[src/hdl/dsp_pkg.sv]
`timescale 1ns / 1ps
package dsp_pkg;

    localparam int MAX_NODES  = 1024;
    localparam int NODE_W     = $clog2(MAX_NODES);
    localparam int MAX_EDGES  = 4096;
    localparam int EIDX_W     = $clog2(MAX_EDGES);
    localparam int EDGE_W     = $clog2(MAX_EDGES + 1);
    localparam int HEAP_DEPTH = MAX_EDGES + 1;
    localparam int HIDX_W     = $clog2(HEAP_DEPTH + 1);
    localparam int DIST_W     = 48;
    localparam int WEIGHT_W   = 32;
    localparam int ACT_W      = 2;
    localparam int CFG_IDX_W  = 1;

    localparam logic [ACT_W-1:0] ACT_ADD   = 2'd0;
    localparam logic [ACT_W-1:0] ACT_RUN   = 2'd1;
    localparam logic [ACT_W-1:0] ACT_CLEAR = 2'd2;

    localparam logic [CFG_IDX_W-1:0] CFG_SOURCE = 1'b0;
    localparam logic [CFG_IDX_W-1:0] CFG_TARGET = 1'b1;

    typedef struct packed {
        logic [ACT_W-1:0]    action;
        logic [NODE_W-1:0]   edge_from;
        logic [NODE_W-1:0]   edge_to;
        logic [WEIGHT_W-1:0] edge_weight;
    } t_in_item;

    typedef struct packed {
        logic [DIST_W-1:0] distance;
        logic              reached;
    } t_out_item;

    typedef struct packed {
        logic [NODE_W-1:0]   to;
        logic [EDGE_W-1:0]   next;
        logic [WEIGHT_W-1:0] weight;
    } t_edge_rec;

    typedef struct packed {
        logic [DIST_W-1:0] cost;
        logic [NODE_W-1:0] node;
    } t_heap_rec;

    typedef struct packed {
        logic known;
        logic visited;
    } t_flags;

    typedef enum logic [4:0] {
        S_CLR_HEAD, S_IDLE, S_ADD, S_RUN_CLR, S_RUN_INIT, S_LOOP,
        S_POP_TOP, S_POP_LAST, S_POP_CHK, S_POP_C1, S_POP_C2, S_POP_CMP,
        S_VIS_RD, S_VIS_CHK, S_E_CHK, S_E_RD, S_E_REL, S_PU_CHK, S_PU_CMP,
        S_FIN_RD, S_RESULT
    } t_state;

    typedef enum logic [4:0] {
        OP_CLR_HEAD, OP_IDLE, OP_ADD, OP_RUN_CLR, OP_RUN_INIT, OP_LOOP,
        OP_POP_TOP, OP_POP_LAST, OP_POP_CHK, OP_POP_C1, OP_POP_C2, OP_POP_CMP,
        OP_VIS_RD, OP_VIS_CHK, OP_E_CHK, OP_E_RD, OP_E_REL, OP_PU_CHK, OP_PU_CMP,
        OP_FIN_RD, OP_RESULT
    } t_op;

    typedef struct packed {
        t_op  op;
        logic take;
        logic load;
    } t_cmd;

    typedef struct packed {
        logic clr_last;
        logic heap_empty;
        logic pop_single;
        logic down_end;
        logic has_c1;
        logic down_stop;
        logic visited;
        logic edge_more;
        logic relax;
        logic heap_full;
        logic up_root;
        logic up_stop;
        logic out_free;
    } t_status;

endpackage

[src/hdl/dsp_ctrl.sv]
`timescale 1ns / 1ps
module dsp_ctrl (
    input  logic                     i_clk,
    input  logic                     i_rst_n,
    input  logic                     i_in_valid,
    output logic                     o_in_ready,
    input  logic [dsp_pkg::ACT_W-1:0] i_action,
    input  dsp_pkg::t_status         i_status,
    output dsp_pkg::t_cmd            o_cmd
);
    import dsp_pkg::*;

    t_state r_state;
    t_state n_state;
    logic   w_take;

    assign w_take = (r_state == S_IDLE) && i_in_valid;

    always_ff @(posedge i_clk) begin
        if (!i_rst_n) begin
            r_state <= S_CLR_HEAD;
        end else begin
            r_state <= n_state;
        end
    end

    always_comb begin
        n_state = r_state;
        unique case (r_state)
            S_CLR_HEAD: begin
                if (i_status.clr_last) n_state = S_IDLE;
            end
            S_IDLE: begin
                if (w_take) begin
                    unique case (i_action)
                        ACT_ADD:   n_state = S_ADD;
                        ACT_RUN:   n_state = S_RUN_CLR;
                        ACT_CLEAR: n_state = S_CLR_HEAD;
                        default:   n_state = S_IDLE;
                    endcase
                end
            end
            S_ADD:      n_state = S_IDLE;
            S_RUN_CLR: begin
                if (i_status.clr_last) n_state = S_RUN_INIT;
            end
            S_RUN_INIT: n_state = S_LOOP;
            S_LOOP:     n_state = i_status.heap_empty ? S_FIN_RD : S_POP_TOP;
            S_POP_TOP:  n_state = i_status.pop_single ? S_VIS_RD : S_POP_LAST;
            S_POP_LAST: n_state = S_POP_CHK;
            S_POP_CHK:  n_state = i_status.down_end ? S_VIS_RD : S_POP_C1;
            S_POP_C1:   n_state = i_status.has_c1 ? S_POP_C2 : S_POP_CMP;
            S_POP_C2:   n_state = S_POP_CMP;
            S_POP_CMP:  n_state = i_status.down_stop ? S_VIS_RD : S_POP_CHK;
            S_VIS_RD:   n_state = S_VIS_CHK;
            S_VIS_CHK:  n_state = i_status.visited ? S_LOOP : S_E_CHK;
            S_E_CHK:    n_state = i_status.edge_more ? S_E_RD : S_LOOP;
            S_E_RD:     n_state = S_E_REL;
            S_E_REL: begin
                if (i_status.relax && !i_status.heap_full) n_state = S_PU_CHK;
                else n_state = S_E_CHK;
            end
            S_PU_CHK:   n_state = i_status.up_root ? S_E_CHK : S_PU_CMP;
            S_PU_CMP:   n_state = i_status.up_stop ? S_E_CHK : S_PU_CHK;
            S_FIN_RD:   n_state = S_RESULT;
            S_RESULT: begin
                if (i_status.out_free) n_state = S_IDLE;
            end
            default:    n_state = S_IDLE;
        endcase
    end

    always_comb begin
        o_cmd.take = w_take;
        o_cmd.load = (r_state == S_RESULT) && i_status.out_free;
        o_in_ready = (r_state == S_IDLE);
        unique case (r_state)
            S_CLR_HEAD: o_cmd.op = OP_CLR_HEAD;
            S_IDLE:     o_cmd.op = OP_IDLE;
            S_ADD:      o_cmd.op = OP_ADD;
            S_RUN_CLR:  o_cmd.op = OP_RUN_CLR;
            S_RUN_INIT: o_cmd.op = OP_RUN_INIT;
            S_LOOP:     o_cmd.op = OP_LOOP;
            S_POP_TOP:  o_cmd.op = OP_POP_TOP;
            S_POP_LAST: o_cmd.op = OP_POP_LAST;
            S_POP_CHK:  o_cmd.op = OP_POP_CHK;
            S_POP_C1:   o_cmd.op = OP_POP_C1;
            S_POP_C2:   o_cmd.op = OP_POP_C2;
            S_POP_CMP:  o_cmd.op = OP_POP_CMP;
            S_VIS_RD:   o_cmd.op = OP_VIS_RD;
            S_VIS_CHK:  o_cmd.op = OP_VIS_CHK;
            S_E_CHK:    o_cmd.op = OP_E_CHK;
            S_E_RD:     o_cmd.op = OP_E_RD;
            S_E_REL:    o_cmd.op = OP_E_REL;
            S_PU_CHK:   o_cmd.op = OP_PU_CHK;
            S_PU_CMP:   o_cmd.op = OP_PU_CMP;
            S_FIN_RD:   o_cmd.op = OP_FIN_RD;
            S_RESULT:   o_cmd.op = OP_RESULT;
            default:    o_cmd.op = OP_IDLE;
        endcase
    end

endmodule

[config.mk]
export PLATFORM = sky130hd
export DESIGN_NAME = dsp_ctrl
export DESIGN_NICKNAME = d
export VERILOG_FILES = /design/src/hdl/dsp_pkg.sv /design/src/hdl/dsp_ctrl.sv
export SDC_FILE = /design/constraint.sdc
export NUM_CORES = 1
export LEC_CHECK = 0
export BUFFER_PORTS_ARGS = -buffer_cell sky130_fd_sc_hd__clkbuf_2
export CAP_MARGIN = 40
export CORE_MARGIN = 1.5
export CORE_UTILIZATION = 50
export CTS_BUF_LIST = sky130_fd_sc_hd__clkbuf_4 sky130_fd_sc_hd__clkbuf_8 sky130_fd_sc_hd__clkbuf_16
export DETAILED_ROUTE_END_ITERATION = 12
export GPL_TIMING_DRIVEN = 0
export HOLD_SLACK_MARGIN = 0.06
export PLACE_DENSITY = 0.9
export SKIP_LAST_GASP = 1
export SLEW_MARGIN = 15
export SYNTH_ARGS = -nofsm -noshare
export SYNTH_HDL_FRONTEND = slang
export SYNTH_SLANG_ARGS = --single-unit
[constraint.sdc]
create_clock -name i_clk -period 2.2 [get_ports i_clk]
set_clock_uncertainty 0.2 [all_clocks]
set_input_delay 0.22 -clock i_clk [delete_from_list [all_inputs] [get_ports i_clk]]
set_output_delay 0.22 -clock i_clk [all_outputs]
set_load 0.02 [all_outputs]
==> reports/metrics.csv <==
stage,metric,value,unit
outcome,status,"complete, but fails checks",
outcome,failing checks,DRC,
grt,met2 Use GR,44.9,%
grt,grt met3 use,8.98,%
die,Core ar.,0.00156,mm²
sta,"Slew Viols, Final",0,
placement,PortBufs,25,
die,io pins,26,
sta,Final Hold Viols,0,
hold_path,Hold Path Class,primary input to flop,
worst_setup_path,"Critical Path, Cell by Cell",buf_2 > buf_2 > nor4_4 > and2_1 > buf_4 > clkbuf_2,
die,# rows,14,
grt,global route overflow,0,
sta,Final min period,2140,ps
logic_synthesis,warnings from Yosys,0,
final_layout,register area,200,µm²
clock_tree,Clock Sinks,10,
sta,hold slack,197,ps
sta,Peak Freq,467,MHz
logic_synthesis,Post-Syn Area,868,µm²
worst_setup_path,critical path startpoint category,flop,
grt,largest net degree at the start of global routing,11,
run,max-cap violations,0,
final_layout,Filler cells,121,
logic_synthesis,synthesized area per cell,8.35,µm²
detailed_routing,vias per cell,7.01,
detailed_routing,Vias,1051,
final_layout,most frequent cells in the layout,"clkbuf_2, dfxtp_1, buf_2, nor2b_1, nor2_1",
logic_synthesis,Synth cell types,44,
sta,Slew @ Worst Pin,436,ps
power_and_ir_drop,Power Total,0.452,mW
die,initial core utilization,55.7,%
grt,first-pass GRT wire length,4080,µm
clock_tree,CTS tree,done,
clock_tree,CTS H-tree lvls,1,
sta,Tcrit/Tclk final,97.3,%
sta,Final Setup Violations,0,
grt,GR peak layer,met2,
placement,routability cong.,1.02,
final_layout,area of the multi-input gates,637,µm²
die,die area,0.00200,mm²
sta,RSZ-0062 raised after global routing,yes,
detailed_routing,drt drc,2,
clock_tree,Clock Path Buffers,2,
detailed_routing,DR iter-0 viols,57,
worst_setup_path,CP dominant cell by count,buf_2,
grt,initial antenna violation count,0,
worst_setup_path,Worst path slowest cell,dfxtp_1,
worst_setup_path,Critical Path Max Stage Delay,340,ps
clock_tree,worst-skew pair later-pin latency,260,ps
final_layout,share of layout cells above drive strength 1,32.8,%
logic_synthesis,Mapped Cells,104,
final_layout,number of diodes,0,
die,Die X,44.7,µm
grt,Total GRT Usage,27.7,%
die,Die Ht,44.7,µm
grt,vias in the first global route,968,
sta,setup TNS,0,ps
final_layout,"most common cell after layout, fill and taps aside",clkbuf_2,
clock_tree,total CTS buffers,3,
worst_setup_path,required time of the critical path,1780,ps
sta,relative slew slack,70.9,%
grt,M1 GR Usage,32.3,%
clock_tree,Clock Tree Root,clkbuf_4,
logic_synthesis,"EDFF count, synth",0,
clock_tree,Clock transition at path regs,70,ps
detailed_routing,DR WL/cell,17.5,µm
power_and_ir_drop,Pwr per Cell Area,418,mW/mm²
logic_synthesis,ys flop type,dfxtp_1,
final_layout,layout net count,153,
logic_synthesis,post-synthesis sequential area ratio,23.1,%
placement,Final HPWL DP,1860,µm
detailed_routing,Antenna Violating Nets Remaining,0,
logic_synthesis,syn_nets,122,
logic_synthesis,"FF+latch count, synth",10,
logic_synthesis,"FFs w/ async S/R, synth",0,%
worst_setup_path,Worst EP arrival,1720,ps
detailed_routing,drt total wl,2630,µm
worst_setup_path,class of the most critical setup path,flop to output pin,
power_and_ir_drop,leakage power,0.451,nW
clock_tree,"Setup Fix Bufs, Post-CTS",0,
worst_setup_path,CP Capture Type,output pin,
worst_setup_path,largest fanout on the critical path,10,
power_and_ir_drop,worst vdd ir,0.431,mV
final_layout,synthesis-to-layout area growth,24.6,%
detailed_routing,drt pass-1 iters,8,
sequential cells by signal, summed over array words and instances, names as in the netlist:
signal and flops:
o_cmd 5, r_state 5
synth_stat cells (2+ instances only):
cell type	instances	area, µm²
o41a_1	2	22.5
dfxtp_1	10	200
a311oi_1	4	35.0
nand3b_1	3	22.5
nor4b_1	3	26.3
nand2b_1	5	31.3
nand2_1	3	11.3
nor4_1	3	18.8
a211oi_1	2	15.0
nand4_1	2	12.5
inv_1	2	7.51
nor2b_1	6	37.5
a31oi_1	4	25.0
and3_1	2	12.5
buf_2	6	30.0
clkbuf_1	2	7.51
a21oi_1	2	10.0
nor2_1	6	22.5
a32oi_1	2	17.5
and4b_1	2	20.0
o21ai_0	3	15.0
and4_1	3	26.3
o21a_1	3	22.5
a31o_2	2	17.5
and2_1	3	18.8
routing by layer:
| layer | routed length (µm) | up-vias |
|---|---|---|
| met4 | 75 | 0 |
| met2 | 1270 | 89 |
| met1 | 1010 | 475 |
| met3 | 284 | 10 |
| li1 | - | 477 |
| met5 | 0 | - |
cell families (layout without fill, tap and decap cells):
| kind of cell | Yosys count | after routing | share of synthesized area (%) |
|---|---|---|---|
| simple gates | 51 | 51 | 39.1 |
| compound gates | 31 | 31 | 30.8 |
| buf+inv | 11 | 41 | 6.05 |
| flops | 10 | 10 | 23.1 |
| xor+xnor | 1 | 1 | 1.01 |
worst paths after layout:
path                      startpoint                  end  slack [ps]  depth (start not counted)
min                      i_status[5]  o_cmd[5]$_SDFF_PN0_         200                          3
min reg2reg  r_state[3]$_SDFFE_PN0N_  o_cmd[5]$_SDFF_PN0_         590                          4
max          r_state[1]$_SDFFE_PN0N_             o_cmd[1]          60                          6
max reg2reg  r_state[0]$_SDFFE_PN0N_     o_cmd[3]$_DFF_P_         160                          5
cell type report:
class                      count  area share [%]
clock buffer                   4            3.35
multi-input combinational     83            58.8
buffer                         9            4.28
tap                           16            1.85
inverter                       2           0.694
sequential                    10            18.5
timing repair buffer          26            12.5
metrics by stage:
step	util (%)	std cells	area [µm²]	worst slack, ps
6_report	69.4	150	1080	60.3
5_1_grt	69.4	150	1080	-44.7
4_1_cts	68.4	150	1070	52.8
3_5_place_dp	65.0	145	1010	169
3_3_place_gp	65.0	145	1010	255
2_1_floorplan	-	104	868	9.37
power breakdown:
group / switching, mW / total, mW / internal, mW
registers: 0.00437 / 0.190 / 0.186
logic: 0.0565 / 0.0992 / 0.0427
clock network: 0.0624 / 0.163 / 0.100
total: 0.123 / 0.452 / 0.329
what timing repair did:
item                                    4_1_cts  5_1_grt
endpoints found under the setup margin        1        5
endpoints found under the hold margin         2        0
hold buffers                                  1        0
resized for setup                             1        4
critical path: cells and delay by family, from the launching register on:
family / cells / cell delay, ps
DFF: 1 / 340
buffers and inverters: 4 / 660
and+or+nand+nor: 2 / 450
No activity file was read; power rests on OpenSTA's default activity.
